`src/sv/ppt_pkg.sv`:
```
// Package for the piezo pad trigger: sizes, register indexes, codes and
// the types shared by the front end, the job queue and the velocity back end.
// No dependencies.
`default_nettype none

package ppt_pkg;

   // Pad and calibration geometry
   localparam int PADS         = 4;
   localparam int CAL_SAMPLES  = 50;
   localparam int PEAK_SAMPLES = 10;

   // Field widths
   localparam int PAD_W    = 2;
   localparam int SAMPLE_W = 10;
   localparam int THR_W    = 10;
   localparam int HOLD_W   = 8;
   localparam int NOTE_W   = 7;
   localparam int VEL_W    = 7;
   localparam int DEN_W    = 10;

   localparam int CAL_SUM_W = $clog2(CAL_SAMPLES * 1023 + 1);
   localparam int CAL_CNT_W = $clog2(CAL_SAMPLES + 1);
   localparam int GRP_CNT_W = $clog2(PEAK_SAMPLES + 1);

   // sum / CAL_SAMPLES as (sum * CAL_RECIP) >> CAL_SHIFT, exact for every
   // reachable sum
   localparam int CAL_SHIFT   = 22;
   localparam int CAL_RECIP_W = CAL_SHIFT + 1;
   localparam logic [CAL_RECIP_W-1:0] CAL_RECIP =
      CAL_RECIP_W'((2 ** CAL_SHIFT + CAL_SAMPLES - 1) / CAL_SAMPLES);

   localparam logic [SAMPLE_W-1:0] ADC_FULL = 10'd1023;
   localparam logic [VEL_W-1:0]    VEL_SPAN = 7'd126;
   localparam int DIV_STEP_W = $clog2(VEL_W);

   // Job queue
   localparam int QUEUE_DEPTH = 2;
   localparam int QPTR_W      = $clog2(QUEUE_DEPTH);
   localparam int QCNT_W      = $clog2(QUEUE_DEPTH + 1);

   // Request kinds
   localparam logic KIND_SAMPLE = 1'b0;
   localparam logic KIND_TICK   = 1'b1;

   // Event codes
   localparam logic EV_ON  = 1'b0;
   localparam logic EV_OFF = 1'b1;

   // Configuration register indexes
   localparam int CSR_IDX_W  = 3;
   localparam int CSR_DATA_W = 10;
   localparam logic [CSR_IDX_W-1:0] REG_THR   = 3'd0;
   localparam logic [CSR_IDX_W-1:0] REG_HOLD  = 3'd1;
   localparam logic [CSR_IDX_W-1:0] REG_NOTE0 = 3'd2;
   localparam logic [CSR_IDX_W-1:0] REG_NOTE3 = 3'd5;

   // Reset values of the registers
   localparam logic [THR_W-1:0]  THR_RESET  = 10'd20;
   localparam logic [HOLD_W-1:0] HOLD_RESET = 8'd50;
   localparam logic [PADS-1:0][NOTE_W-1:0] NOTE_RESET =
      {7'd46, 7'd42, 7'd38, 7'd36};

   typedef struct packed {
      logic [THR_W-1:0]               thr;
      logic [HOLD_W-1:0]              holdoff;
      logic [PADS-1:0][NOTE_W-1:0]    note;
   } cfg_type;

   // One event handed from the front end to the back end
   typedef struct packed {
      logic               ev;
      logic [PAD_W-1:0]   pad;
      logic [DEN_W-1:0]   num;
      logic [DEN_W-1:0]   den;
   } job_type;

endpackage

`default_nettype wire

```
`src/sv/piezo_pad_trigger.sv`:
```
// Piezo pad trigger top level: configuration registers, front end, job
// queue and velocity back end. Depends on ppt_pkg, ppt_front, ppt_queue,
// ppt_back.
//
// A request is taken whenever the two-entry job queue has room; readings that
// cause no event and ticks end there. Events run through the back end on
// their own: a note off passes from the head of the queue straight to the
// held response, a note on first through the seven-step restoring divider
// that forms the velocity. The queue lets the front keep taking requests
// while a result waits on the response channel.
`default_nettype none

module piezo_pad_trigger (
   input  wire logic                             clock,
   input  wire logic                             reset,
   input  wire logic                             req_tvalid,
   output logic                                  req_tready,
   input  wire logic [15:0]                      req_tdata,  // pad, sample, zero pad
   input  wire logic                             req_tuser,  // req_type
   output logic                                  rsp_tvalid,
   input  wire logic                             rsp_tready,
   output logic [15:0]                           rsp_tdata,  // pad_out, note, velocity
   output logic                                  rsp_tuser,  // event_res
   input  wire logic                             csr_valid,
   output logic                                  csr_ready,
   input  wire logic [ppt_pkg::CSR_IDX_W-1:0]    csr_index,
   input  wire logic [ppt_pkg::CSR_DATA_W-1:0]   csr_data
);

   ppt_pkg::cfg_type                cfg_ff, cfg_in;
   logic                            q_full;
   logic                            push;
   ppt_pkg::job_type                push_job;
   logic                            pop;
   logic                            head_valid;
   ppt_pkg::job_type                head_job;
   logic                            rsp_event;
   logic [ppt_pkg::PAD_W-1:0]       rsp_pad;
   logic [ppt_pkg::NOTE_W-1:0]      rsp_note;
   logic [ppt_pkg::VEL_W-1:0]       rsp_velocity;
   logic [ppt_pkg::CSR_IDX_W-1:0]   note_sel;

   assign csr_ready = 1'b1;
   assign note_sel  = csr_index - ppt_pkg::REG_NOTE0;

   always_comb begin
      cfg_in = cfg_ff;
      if (csr_valid && csr_ready) begin
         if (csr_index == ppt_pkg::REG_THR) begin
            cfg_in.thr = csr_data[ppt_pkg::THR_W-1:0];
         end else if (csr_index == ppt_pkg::REG_HOLD) begin
            cfg_in.holdoff = csr_data[ppt_pkg::HOLD_W-1:0];
         end else if (csr_index >= ppt_pkg::REG_NOTE0 &&
                      csr_index <= ppt_pkg::REG_NOTE3) begin
            cfg_in.note[note_sel[ppt_pkg::PAD_W-1:0]] = csr_data[ppt_pkg::NOTE_W-1:0];
         end
      end
   end

   always_ff @(posedge clock) begin
      if (reset) begin
         cfg_ff.thr     <= ppt_pkg::THR_RESET;
         cfg_ff.holdoff <= ppt_pkg::HOLD_RESET;
         cfg_ff.note    <= ppt_pkg::NOTE_RESET;
      end else begin
         cfg_ff <= cfg_in;
      end
   end

   ppt_front u_front (
      .clock      (clock),
      .reset      (reset),
      .cfg        (cfg_ff),
      .req_tvalid (req_tvalid),
      .req_tready (req_tready),
      .req_kind   (req_tuser),
      .req_pad    (req_tdata[1:0]),
      .req_sample (req_tdata[11:2]),
      .q_full     (q_full),
      .push       (push),
      .push_job   (push_job)
   );

   ppt_queue u_queue (
      .clock      (clock),
      .reset      (reset),
      .push       (push),
      .push_job   (push_job),
      .pop        (pop),
      .full       (q_full),
      .head_valid (head_valid),
      .head_job   (head_job)
   );

   ppt_back u_back (
      .clock        (clock),
      .reset        (reset),
      .cfg          (cfg_ff),
      .head_valid   (head_valid),
      .head_job     (head_job),
      .pop          (pop),
      .rsp_tvalid   (rsp_tvalid),
      .rsp_tready   (rsp_tready),
      .rsp_event    (rsp_event),
      .rsp_pad      (rsp_pad),
      .rsp_note     (rsp_note),
      .rsp_velocity (rsp_velocity)
   );

   assign rsp_tuser = rsp_event;
   assign rsp_tdata = {rsp_velocity, rsp_note, rsp_pad};

endmodule

`default_nettype wire

```
`src/sv/ppt_front.sv`:
```
// Front end of the piezo pad trigger: per-pad calibration, peak grouping,
// holdoff and hit/release judgement. Pushes events into the job queue.
// Depends on ppt_pkg.
`default_nettype none

module ppt_front (
   input  wire logic                          clock,
   input  wire logic                          reset,
   input  wire ppt_pkg::cfg_type              cfg,
   input  wire logic                          req_tvalid,
   output logic                               req_tready,
   input  wire logic                          req_kind,
   input  wire logic [ppt_pkg::PAD_W-1:0]     req_pad,
   input  wire logic [ppt_pkg::SAMPLE_W-1:0]  req_sample,
   input  wire logic                          q_full,
   output logic                               push,
   output ppt_pkg::job_type                   push_job
);

   logic [ppt_pkg::PADS-1:0]                              calibrated_ff, calibrated_in;
   logic [ppt_pkg::PADS-1:0][ppt_pkg::CAL_SUM_W-1:0]      cal_sum_ff, cal_sum_in;
   logic [ppt_pkg::PADS-1:0][ppt_pkg::CAL_CNT_W-1:0]      cal_count_ff, cal_count_in;
   logic [ppt_pkg::PADS-1:0][ppt_pkg::SAMPLE_W-1:0]       baseline_ff, baseline_in;
   logic [ppt_pkg::PADS-1:0][ppt_pkg::SAMPLE_W-1:0]       peak_ff, peak_in;
   logic [ppt_pkg::PADS-1:0][ppt_pkg::GRP_CNT_W-1:0]      group_count_ff, group_count_in;
   logic [ppt_pkg::PADS-1:0][ppt_pkg::HOLD_W-1:0]         holdoff_ff, holdoff_in;
   logic [ppt_pkg::PADS-1:0]                              active_ff, active_in;

   logic                                                  fire;
   logic                                                  pad_ok;
   logic [ppt_pkg::CAL_SUM_W-1:0]                         sum;
   logic [ppt_pkg::CAL_CNT_W-1:0]                         cal_cnt;
   logic [ppt_pkg::CAL_SUM_W+ppt_pkg::CAL_RECIP_W-1:0]    avg_prod;
   logic [ppt_pkg::SAMPLE_W-1:0]                          peak;
   logic [ppt_pkg::GRP_CNT_W-1:0]                         grp_cnt;
   logic [ppt_pkg::SAMPLE_W:0]                            diff;
   logic [ppt_pkg::SAMPLE_W:0]                            den_wide;
   logic                                                  hit;

   assign req_tready = !q_full;
   assign fire       = req_tvalid && req_tready;
   assign pad_ok     = ({1'b0, req_pad} < (ppt_pkg::PAD_W+1)'(ppt_pkg::PADS));

   // Datapath for the addressed pad
   always_comb begin
      sum      = cal_sum_ff[req_pad] + ppt_pkg::CAL_SUM_W'(req_sample);
      cal_cnt  = cal_count_ff[req_pad] + 1'b1;
      avg_prod = (ppt_pkg::CAL_SUM_W+ppt_pkg::CAL_RECIP_W)'(sum) *
                 (ppt_pkg::CAL_SUM_W+ppt_pkg::CAL_RECIP_W)'(ppt_pkg::CAL_RECIP);
      peak     = (req_sample > peak_ff[req_pad]) ? req_sample : peak_ff[req_pad];
      grp_cnt  = group_count_ff[req_pad] + 1'b1;
      diff     = {1'b0, peak} - {1'b0, baseline_ff[req_pad]};
      hit      = !diff[ppt_pkg::SAMPLE_W] && (diff[ppt_pkg::SAMPLE_W-1:0] > cfg.thr);
      den_wide = {1'b0, ppt_pkg::ADC_FULL} - {1'b0, baseline_ff[req_pad]}
                 - {1'b0, cfg.thr};
   end

   always_comb begin
      calibrated_in  = calibrated_ff;
      cal_sum_in     = cal_sum_ff;
      cal_count_in   = cal_count_ff;
      baseline_in    = baseline_ff;
      peak_in        = peak_ff;
      group_count_in = group_count_ff;
      holdoff_in     = holdoff_ff;
      active_in      = active_ff;
      push           = 1'b0;
      push_job.ev    = ppt_pkg::EV_OFF;
      push_job.pad   = req_pad;
      push_job.num   = diff[ppt_pkg::DEN_W-1:0] - cfg.thr;
      push_job.den   = den_wide[ppt_pkg::DEN_W-1:0];
      if (fire) begin
         if (req_kind == ppt_pkg::KIND_TICK) begin
            for (int i = 0; i < ppt_pkg::PADS; i++) begin
               if (holdoff_ff[i] != '0) begin
                  holdoff_in[i] = holdoff_ff[i] - 1'b1;
               end
            end
         end else if (pad_ok) begin
            if (!calibrated_ff[req_pad]) begin
               if (cal_cnt >= ppt_pkg::CAL_CNT_W'(ppt_pkg::CAL_SAMPLES)) begin
                  baseline_in[req_pad]  =
                     avg_prod[ppt_pkg::CAL_SHIFT +: ppt_pkg::SAMPLE_W];
                  calibrated_in[req_pad] = 1'b1;
                  cal_sum_in[req_pad]    = '0;
                  cal_count_in[req_pad]  = '0;
               end else begin
                  cal_sum_in[req_pad]   = sum;
                  cal_count_in[req_pad] = cal_cnt;
               end
            end else if (holdoff_ff[req_pad] == '0) begin
               if (grp_cnt >= ppt_pkg::GRP_CNT_W'(ppt_pkg::PEAK_SAMPLES)) begin
                  peak_in[req_pad]        = '0;
                  group_count_in[req_pad] = '0;
                  if (hit) begin
                     active_in[req_pad]  = 1'b1;
                     holdoff_in[req_pad] = cfg.holdoff;
                     push                = 1'b1;
                     push_job.ev         = ppt_pkg::EV_ON;
                  end else if (active_ff[req_pad]) begin
                     // release: note off for a pad whose note is sounding
                     active_in[req_pad] = 1'b0;
                     push               = 1'b1;
                  end
               end else begin
                  peak_in[req_pad]        = peak;
                  group_count_in[req_pad] = grp_cnt;
               end
            end
         end
      end
   end

   always_ff @(posedge clock) begin
      if (reset) begin
         calibrated_ff  <= '0;
         cal_sum_ff     <= '0;
         cal_count_ff   <= '0;
         baseline_ff    <= '0;
         peak_ff        <= '0;
         group_count_ff <= '0;
         holdoff_ff     <= '0;
         active_ff      <= '0;
      end else begin
         calibrated_ff  <= calibrated_in;
         cal_sum_ff     <= cal_sum_in;
         cal_count_ff   <= cal_count_in;
         baseline_ff    <= baseline_in;
         peak_ff        <= peak_in;
         group_count_ff <= group_count_in;
         holdoff_ff     <= holdoff_in;
         active_ff      <= active_in;
      end
   end

endmodule

`default_nettype wire

```
`src/sv/ppt_queue.sv`:
```
// Short job queue between the front end and the velocity back end.
// Depends on ppt_pkg.
`default_nettype none

module ppt_queue (
   input  wire logic              clock,
   input  wire logic              reset,
   input  wire logic              push,
   input  wire ppt_pkg::job_type  push_job,
   input  wire logic              pop,
   output logic                   full,
   output logic                   head_valid,
   output ppt_pkg::job_type       head_job
);

   ppt_pkg::job_type                 entry_ff [ppt_pkg::QUEUE_DEPTH];
   logic [ppt_pkg::QPTR_W-1:0]       wr_ptr_ff, wr_ptr_in;
   logic [ppt_pkg::QPTR_W-1:0]       rd_ptr_ff, rd_ptr_in;
   logic [ppt_pkg::QCNT_W-1:0]       count_ff, count_in;
   logic                             do_push;
   logic                             do_pop;

   assign full       = (count_ff == ppt_pkg::QCNT_W'(ppt_pkg::QUEUE_DEPTH));
   assign head_valid = (count_ff != '0);
   assign head_job   = entry_ff[rd_ptr_ff];
   assign do_push    = push && !full;
   assign do_pop     = pop && head_valid;

   always_comb begin
      wr_ptr_in = wr_ptr_ff;
      rd_ptr_in = rd_ptr_ff;
      count_in  = count_ff;
      if (do_push) begin
         wr_ptr_in = (wr_ptr_ff == ppt_pkg::QPTR_W'(ppt_pkg::QUEUE_DEPTH - 1)) ?
                     '0 : wr_ptr_ff + 1'b1;
      end
      if (do_pop) begin
         rd_ptr_in = (rd_ptr_ff == ppt_pkg::QPTR_W'(ppt_pkg::QUEUE_DEPTH - 1)) ?
                     '0 : rd_ptr_ff + 1'b1;
      end
      if (do_push && !do_pop) begin
         count_in = count_ff + 1'b1;
      end else if (do_pop && !do_push) begin
         count_in = count_ff - 1'b1;
      end
   end

   always_ff @(posedge clock) begin
      if (do_push) begin
         entry_ff[wr_ptr_ff] <= push_job;
      end
   end

   always_ff @(posedge clock) begin
      if (reset) begin
         wr_ptr_ff <= '0;
         rd_ptr_ff <= '0;
         count_ff  <= '0;
      end else begin
         wr_ptr_ff <= wr_ptr_in;
         rd_ptr_ff <= rd_ptr_in;
         count_ff  <= count_in;
      end
   end

endmodule

`default_nettype wire

```
`src/sv/ppt_back.sv`:
```
// Back end of the piezo pad trigger: scales the hit strength by 126, runs a
// one-bit-per-cycle restoring divider for velocity and holds the result.
// Depends on ppt_pkg.
`default_nettype none

module ppt_back (
   input  wire logic                         clock,
   input  wire logic                         reset,
   input  wire ppt_pkg::cfg_type             cfg,
   input  wire logic                         head_valid,
   input  wire ppt_pkg::job_type             head_job,
   output logic                              pop,
   output logic                              rsp_tvalid,
   input  wire logic                         rsp_tready,
   output logic                              rsp_event,
   output logic [ppt_pkg::PAD_W-1:0]         rsp_pad,
   output logic [ppt_pkg::NOTE_W-1:0]        rsp_note,
   output logic [ppt_pkg::VEL_W-1:0]         rsp_velocity
);

   localparam logic [1:0] ST_IDLE = 2'd0;
   localparam logic [1:0] ST_DIV  = 2'd1;
   localparam logic [1:0] ST_OUT  = 2'd2;

   localparam int PROD_W = ppt_pkg::DEN_W + ppt_pkg::VEL_W;

   logic [1:0]                        state_ff, state_in;
   logic                              ev_ff, ev_in;
   logic [ppt_pkg::PAD_W-1:0]         pad_ff, pad_in;
   logic [ppt_pkg::DEN_W-1:0]         den_ff, den_in;
   logic [ppt_pkg::DEN_W-1:0]         rem_ff, rem_in;
   logic [ppt_pkg::VEL_W-1:0]         quo_ff, quo_in;
   logic [ppt_pkg::DIV_STEP_W-1:0]    step_ff, step_in;

   logic [PROD_W-1:0]                 prod;
   logic [ppt_pkg::DEN_W:0]           trial;
   logic                              q_bit;

   assign pop          = (state_ff == ST_IDLE) && head_valid;
   assign rsp_tvalid   = (state_ff == ST_OUT);
   assign rsp_event    = ev_ff;
   assign rsp_pad      = pad_ff;
   assign rsp_note     = cfg.note[pad_ff];
   assign rsp_velocity = quo_ff;

   always_comb begin
      prod  = PROD_W'(head_job.num) * PROD_W'(ppt_pkg::VEL_SPAN);
      trial = {rem_ff, quo_ff[ppt_pkg::VEL_W-1]};
      q_bit = (trial >= {1'b0, den_ff});
   end

   always_comb begin
      state_in = state_ff;
      ev_in    = ev_ff;
      pad_in   = pad_ff;
      den_in   = den_ff;
      rem_in   = rem_ff;
      quo_in   = quo_ff;
      step_in  = step_ff;
      case (state_ff)
         ST_IDLE: begin
            if (head_valid) begin
               ev_in  = head_job.ev;
               pad_in = head_job.pad;
               den_in = head_job.den;
               if (head_job.ev == ppt_pkg::EV_ON) begin
                  // top bits already lie below the divisor: quotient fits VEL_W
                  rem_in   = prod[PROD_W-1 -: ppt_pkg::DEN_W];
                  quo_in   = prod[ppt_pkg::VEL_W-1:0];
                  step_in  = '0;
                  state_in = ST_DIV;
               end else begin
                  quo_in   = '0;
                  state_in = ST_OUT;
               end
            end
         end
         ST_DIV: begin
            rem_in  = q_bit ? ppt_pkg::DEN_W'(trial - {1'b0, den_ff}) :
                              trial[ppt_pkg::DEN_W-1:0];
            quo_in  = {quo_ff[ppt_pkg::VEL_W-2:0], q_bit};
            step_in = step_ff + 1'b1;
            if (step_ff == ppt_pkg::DIV_STEP_W'(ppt_pkg::VEL_W - 1)) begin
               quo_in   = {quo_ff[ppt_pkg::VEL_W-2:0], q_bit} + 1'b1;
               state_in = ST_OUT;
            end
         end
         ST_OUT: begin
            if (rsp_tready) begin
               state_in = ST_IDLE;
            end
         end
         default: begin
            state_in = ST_IDLE;
         end
      endcase
   end

   always_ff @(posedge clock) begin
      if (reset) begin
         state_ff <= ST_IDLE;
      end else begin
         state_ff <= state_in;
      end
   end

   always_ff @(posedge clock) begin
      ev_ff   <= ev_in;
      pad_ff  <= pad_in;
      den_ff  <= den_in;
      rem_ff  <= rem_in;
      quo_ff  <= quo_in;
      step_ff <= step_in;
   end

   a_div_den_nonzero: assert property (@(posedge clock) disable iff (reset)
      state_ff == ST_DIV |-> den_ff != '0)
      else $error("divider running with zero divisor");

   a_div_rem_bound: assert property (@(posedge clock) disable iff (reset)
      state_ff == ST_DIV |-> rem_ff < den_ff)
      else $error("partial remainder not below divisor");

   a_note_on_velocity: assert property (@(posedge clock) disable iff (reset)
      rsp_tvalid && rsp_event == ppt_pkg::EV_ON |-> rsp_velocity != '0)
      else $error("note on with zero velocity");

   a_note_off_velocity: assert property (@(posedge clock) disable iff (reset)
      rsp_tvalid && rsp_event == ppt_pkg::EV_OFF |-> rsp_velocity == '0)
      else $error("note off with nonzero velocity");

endmodule

`default_nettype wire

```
`config.mk`:
```
export PLATFORM = sky130hd
export DESIGN_NAME = piezo_pad_trigger
export DESIGN_NICKNAME = d
export VERILOG_FILES = /design/src/sv/ppt_pkg.sv /design/src/sv/piezo_pad_trigger.sv /design/src/sv/ppt_front.sv /design/src/sv/ppt_queue.sv /design/src/sv/ppt_back.sv
export SDC_FILE = /design/constraint.sdc
export NUM_CORES = 1
export LEC_CHECK = 0
export BUFFER_PORTS_ARGS = -buffer_cell sky130_fd_sc_hd__buf_2
export CORE_UTILIZATION = 35
export DETAILED_ROUTE_END_ITERATION = 6
export SLEW_MARGIN = 20
export SYNTH_ARGS = -nofsm -noshare
export SYNTH_HDL_FRONTEND = slang
export SYNTH_SLANG_ARGS = --single-unit
```
`constraint.sdc`:
```
create_clock -name clock -period 13.4 [get_ports clock]
set_input_delay 2.68 -clock clock [delete_from_list [all_inputs] [get_ports clock]]
set_output_delay 2.68 -clock clock [all_outputs]
set_load 0.01 [all_outputs]
```
==> metrics.txt, run 1 <==
hold path cells=2; final setup vio count=0; GRT Total Usage=0.167; DIE WIDTH=265 µm; syn nets=3,019; num rows=96; port bufs=49; Yosys top cell area share=0.229; asr flop ratio synth=0; largest net degree at the start of global routing=85; DRC errors left=0; Hold EP=u_front.cal_sum_ff[57]; total power draw=5.59 mW; via count=18,000; skew final=22.3 ps; fin crit period=11,410 ps; Max clock buf depth=3; ANT nets after route=0; Worst R2R Start=u_front.cal_sum_ff[48]; Clock Latency Late Sink=550 ps; post-DP HPWL=41,400 µm; cell seen most often among critical-path stages=fa_1; WP data required=13,810 ps; Final GP Congestion=0.840; yosys warns=0; Hold WC Path Type=reg2reg; Num CTS Buffers=39; slowest cell on the critical path=fa_1; crit share post-route=0.852; DRT iter0 DRCs=1,215; fin nets=3,022; LEAKAGE=10.9 nW; IO Pins=55; Clock Sinks=356; final WL=58,200 µm; CP max FO=13; share of layout cells above drive strength 1=0.0998; first-pass GRT wire length=95,300 µm; Synth area leader=dfxtp_1; final hold vios=0; Seq cells post-synth=356; mapped cell area=0.0242 mm²; top cells by area, synth=dfxtp_1 23%, ha_1 12%, fa_1 11%; wire length per cell=16.4 µm; vias in the first global route=17,700; htree depth=2; run status=finished clean; maximum vdd drop=0.237 mV; core region area=0.0685 mm²; TritonRoute pass-1 iters=6; Slew @ Worst Pin=1130 ps; EDFF count, synth=79; CP Launch Type=input port; setup TNS=0 ps; Pins Over Slew Limit=0; Synth Instances=2,632; min-delay src=u_front.cal_sum_ff[57]; post_cts resized=0; Max transition margin=0.246; crit path kind=in2reg; postcts setup bufs=0; Largest delay share family, worst path=adder cells; library cells used by synthesis=91; FF-to-FF path depth=30; register area share after synthesis=0.327; crit end category=register; Fmax=87.6 MHz; CP arrival=11,820 ps; vias per cell=5.07; CTS Hold Buffers Added=0; maxcap violations=0; clock root buffer=clkbuf_16; initial antenna violation count=1; full die area=0.0701 mm²; r2r endpoint=u_front.baseline_ff[29]; Reg clk slew, reported paths=70 ps; RSZ-0062 raised after global routing=false; Initial Util=0.353; Avg Inst Size Synth=9.19 µm²; Top FF cell, synth=dfxtp_1; Worst Path Buf+Inv=3; chip height=265 µm; total gr overflow=0; TritonCTS clock tree=built; slowest stage delay, CP=720 ps; Synth-to-Final Area Change=9.91%; PD cells=210 mW/mm²; FF-to-FF setup slack=4260 ps
## synthesized netlist by cell type (all sizes together), types with 14 or more instances
| library cell | instances |
|---|---|
| nor2b | 31 |
| mux2 | 23 |
| ha | 224 |
| mux2i | 42 |
| or3 | 14 |
| a21oi | 254 |
| xor2 | 28 |
| edfxtp | 79 |
| xnor2 | 57 |
| o21ai | 74 |
| and2 | 20 |
| a211oi | 19 |
| buf | 33 |
| nand3 | 60 |
| nand2 | 453 |
| clkbuf | 81 |
| o21a | 15 |
| nor2 | 161 |
| fa | 128 |
| nor3 | 32 |
| inv | 273 |
| a21o | 23 |
| and3 | 18 |
| mux4 | 54 |
| dfxtp | 277 |
## where the power goes
| part | internal [mW] | switching [mW] |
|---|---|---|
| sequential | 1.26 | 0.0509 |
| combinational | 1.38 | 1.80 |
| clock | 0.651 | 0.456 |
| total | 3.29 | 2.30 |
## how the worst max path moves through the flow
stage / from / endpoint / cells past startpoint
after floorplan: req_tdata[0] / u_front.baseline_ff[19] / 38
after global placement: req_tdata[0] / u_front.baseline_ff[19] / 31
after detailed placement: req_tdata[0] / u_front.baseline_ff[19] / 31
after CTS: req_tdata[0] / u_front.baseline_ff[29] / 31
after global routing: req_tdata[0] / u_front.baseline_ff[29] / 31
final: req_tdata[0] / u_front.baseline_ff[29] / 31
## state kept, by name, summed over array words and instances (netlist names), 3 cells and up, named ones only
signal,flops
u_front.cal_sum_ff,64
cfg_ff,46
u_queue.entry_ff,46
u_front.baseline_ff,40
u_front.peak_ff,40
u_front.holdoff_ff,32
u_front.cal_count_ff,24
u_front.group_count_ff,16
u_back.den_ff,10
u_back.rem_ff,10
u_back.rsp_velocity,7
u_front.calibrated_ff,4
u_back.step_ff,3
## routing by layer
metal / up-vias / GRT usage / share of wire
met1: 8646 / 0.242 / 0.49
li1: 8973 / - / -
met5: - / 0 / 0
met4: 0 / 0.0331 / 0.013
met3: 53 / 0.0217 / 0.042
met2: 321 / 0.267 / 0.45
## cell type report
| cell class | count | area [µm²] |
|---|---|---|
| fillers | 6959 | 41900 |
| flip-flops and latches | 356 | 7920 |
| clock inverters | 20 | 223 |
| repair buffers | 76 | 459 |
| clock buffers | 51 | 1080 |
| diodes | 1 | 2.50 |
| multi-input cells | 1889 | 14800 |
| inverters | 273 | 1020 |
| well taps | 882 | 1100 |
## cell families (layout without fill, tap and decap cells)
group           after synthesis  in the layout  share of synthesized area
fa+ha+maj                   353            353                      0.222
other cells                   1              2                   0.000155
flops                       356            356                      0.327
compound gates              494            494                      0.125
xor+xnor                     85             85                     0.0311
mux                         119            119                     0.0784
simple gates                837            837                      0.153
buf+inv                     387            420                     0.0631
## cell usage in the layout, fill, tap and decap left out, types with 6 or more instances in the layout
cell,netlist,layout
buf_4,10,28
clkinv_2,0,7
o21ai_1,13,13
a22o_1,6,6
xnor2_1,56,56
a21boi_0,10,10
nor2_2,13,19
a21o_1,23,23
o22ai_1,13,13
nand2b_1,12,12
o21bai_1,7,7
edfxtp_1,79,79
a221oi_1,7,7
nor2_1,147,141
o211ai_1,6,6
nand4_1,8,8
clkbuf_1,81,7
o21a_1,15,15
ha_1,224,224
nor2b_1,30,29
nor3_1,29,28
xor2_1,28,28
a211oi_1,19,19
a22oi_1,10,10
dfxtp_1,277,277
and2_1,17,17
o21ai_0,60,60
and3_1,17,17
mux4_2,54,54
nand3_1,60,60
buf_2,17,47
clkbuf_16,0,40
a21oi_1,254,254
or3_1,14,14
nand2_1,452,452
mux2i_1,42,42
fa_1,128,128
inv_1,271,271
mux2_2,23,23
## stage by stage
stage	area (µm²)	setup slack (ps)	utilization	std cells	hold WS, ps
2_1_floorplan	24200	1400	-	2632	432
3_5_place_dp	25300	1550	0.369	3476	444
3_3_place_gp	25300	1480	0.369	3476	438
4_1_cts	26600	2050	0.388	3547	452
5_1_grt	26600	1420	0.388	3547	464
6_report	26600	1990	0.388	3548	451
## worst register-to-register path, delay by kind of cell (launching register included)
family / cells / cell delay, ps
fa+ha+maj: 9 / 4060
compound gates: 12 / 2560
xor+xnor: 2 / 680
simple gates: 4 / 630
mux: 1 / 460
flops: 1 / 310
buf+inv: 2 / 310
Power figures use the tool's default switching activity.
==> inputs of run 2 (changes only) <==
BUFFER_PORTS_ARGS = not set   (was -buffer_cell sky130_fd_sc_hd__buf_2)
CTS_BUF_LIST = sky130_fd_sc_hd__clkbuf_4 sky130_fd_sc_hd__clkbuf_8 sky130_fd_sc_hd__clkbuf_16   (was not set)
DONT_BUFFER_PORTS = 1   (was not set)
==> run 2 against run 1 <==
Combinational power down 2%. Sequential power about the same. Critical path depth up 1. Worst setup slack better by 430 ps. Non-clock buffer count down 56. Flip-flop and latch count unchanged. Clock power down 4%. First-iteration DRC count down 7.5%. Die area unchanged. Largest power group unchanged.
==> metrics.txt, run 2 (synthesis gave the netlist of run 1 again) <==
clock root buffer=clkbuf_16; ANT nets after route=0 (unchanged); Clock Sinks=356 (unchanged); WP data required=13,790 ps (-20 ps); Pins Over Slew Limit=0 (unchanged); Final GP Congestion=0.833 (-0.87%); Reg with most FFs=u_front.cal_sum_ff; num rows=96 (unchanged); PD cells=210 mW/mm² (-0.16%); Initial Util=0.353 (unchanged); dpl ws=1890 ps (+349 ps); final setup vio count=0 (unchanged); wire length per cell=16.5 µm (+0.89%); CP max FO=59 (+46); most frequent cells in the layout=452 x nand2_1, 277 x dfxtp_1, 271 x inv_1, 254 x a21oi_1, 224 x ha_1; crit path kind=in2reg; crit share post-route=0.820 (-0.0320); diodes inserted=0 (-1); commonest non-fill, non-tap cell in the layout=nand2_1; share of layout cells above drive strength 1=0.0825 (-0.0173); fin crit period=10,990 ps (-429 ps); cell seen most often among critical-path stages=fa_1; Synth-to-Final Area Change=8.40%; port bufs=0 (-100%); GRT Total Usage=0.165 (-0.00244); slowest cell on the critical path=fa_1; TritonCTS clock tree=built; maximum vdd drop=0.368 mV (+55%); Hold Worst Slack=446 ps (-5.19 ps); largest net degree at the start of global routing=249 (+190%); final worst slack=2410 ps (+429 ps); maxcap violations=0 (unchanged); post-DP HPWL=40,300 µm (-2.7%); crit end category=register; DRT iter0 DRCs=1,124 (-7.5%); fin nets=2,965 (-1.9%); FILL cells=6,925 (-0.49%); CP Launch Type=input port; htree depth=2 (unchanged); full die area=0.0701 mm² (unchanged); post-route cell area=0.0262 mm² (-1.4%); setup TNS=0 ps (unchanged); first-pass GRT wire length=93,700 µm (-1.7%); post_cts resized=0 (unchanged); CTS Hold Buffers Added=0 (unchanged); final WL=57,700 µm (-0.84%); Max clock buf depth=3 (unchanged); Num CTS Buffers=38 (-2.6%); total gr overflow=0 (unchanged); placed inst area=0.0250 mm² (-1.2%); Fmax=91.0 MHz (+3.9%); via count=17,700 (-1.5%); core region area=0.0685 mm² (unchanged); IO Pins=55 (unchanged); vias per cell=5.08 (+0.18%); final hold vios=0 (unchanged); chip height=265 µm (unchanged); postcts setup bufs=0 (unchanged); Slew @ Worst Pin=1180 ps (+52.0 ps); Hold WC Path Type=reg2reg; skew final=23.4 ps (+1.17 ps); CP arrival=11,370 ps (-450 ps); DRC errors left=0 (unchanged); RSZ-0062 raised after global routing=false; run status=finished clean; slowest stage delay, CP=550 ps (-170 ps); Regs by FF count=u_front.cal_sum_ff: 64 flops, cfg_ff: 46 flops, u_queue.entry_ff: 46 flops; initial antenna violation count=4 (+3); LEAKAGE=10.7 nW (-2.3%); Reg clk slew, reported paths=60 ps (about the same); DIE WIDTH=265 µm (unchanged); Max transition margin=0.209 (-0.0368); max reg flops=64 (unchanged); Clock Latency Late Sink=540 ps (about the same); TritonRoute pass-1 iters=7 (+1); vias in the first global route=17,400 (-2.0%)
-- run 2: metal layers --
layer | up-vias | global-route usage | share of wire
li1 | 8848 | - | -
met1 | 8493 | 0.231 | 0.48
met2 | 303 | 0.266 | 0.45
met3 | 65 | 0.0287 | 0.054
met4 | 6 | 0.0328 | 0.015
met5 | - | 0 | 0.00059
-- run 2: through the flow --
step           utilization  cells  total power [mW]
2_1_floorplan            -   2632              3.77
3_3_place_gp         0.365   3420              4.43
3_5_place_dp         0.365   3420              4.46
4_1_cts              0.383   3487              5.57
5_1_grt              0.383   3487              6.09
6_report             0.383   3487              5.51
-- run 2: cell type report --
| cell class | instances | area (µm²) | area share |
|---|---|---|---|
| clock buffer | 48 | 1060 | 0.0405 |
| clock inverter | 19 | 189 | 0.00721 |
| inverter | 273 | 1020 | 0.0391 |
| multi-input combinational | 1889 | 14800 | 0.563 |
| sequential | 356 | 7920 | 0.302 |
| tap | 882 | 1100 | 0.0421 |
| timing repair buffer | 20 | 150 | 0.00573 |
-- run 2: power breakdown --
part           switching, mW  internal (mW)
Clock                  0.446          0.623
Sequential            0.0610           1.26
Combinational           1.75           1.37
-- run 2: final timing paths --
check	endpoint	cells past startpoint	start	slack [ps]
setup / recovery	u_front.baseline_ff[19]	32	req_tdata[0]	2410
hold / removal	u_front.cal_count_ff[18]	2	u_front.cal_count_ff[18]	450
setup reg to reg	u_front.baseline_ff[19]	32	u_front.cal_sum_ff[48]	4370
hold reg to reg	u_front.cal_count_ff[18]	2	u_front.cal_count_ff[18]	450
-- run 2: worst max-delay path: cells and delay by family --
family / cells / cell delay (ps)
XOR/XNOR: 2 / 670
AO/OA/AOI/OAI: 13 / 2700
adder cells (fa/ha/maj): 9 / 3790
AND/OR/NAND/NOR: 3 / 460
multiplexers: 1 / 510
buffers and inverters: 4 / 470
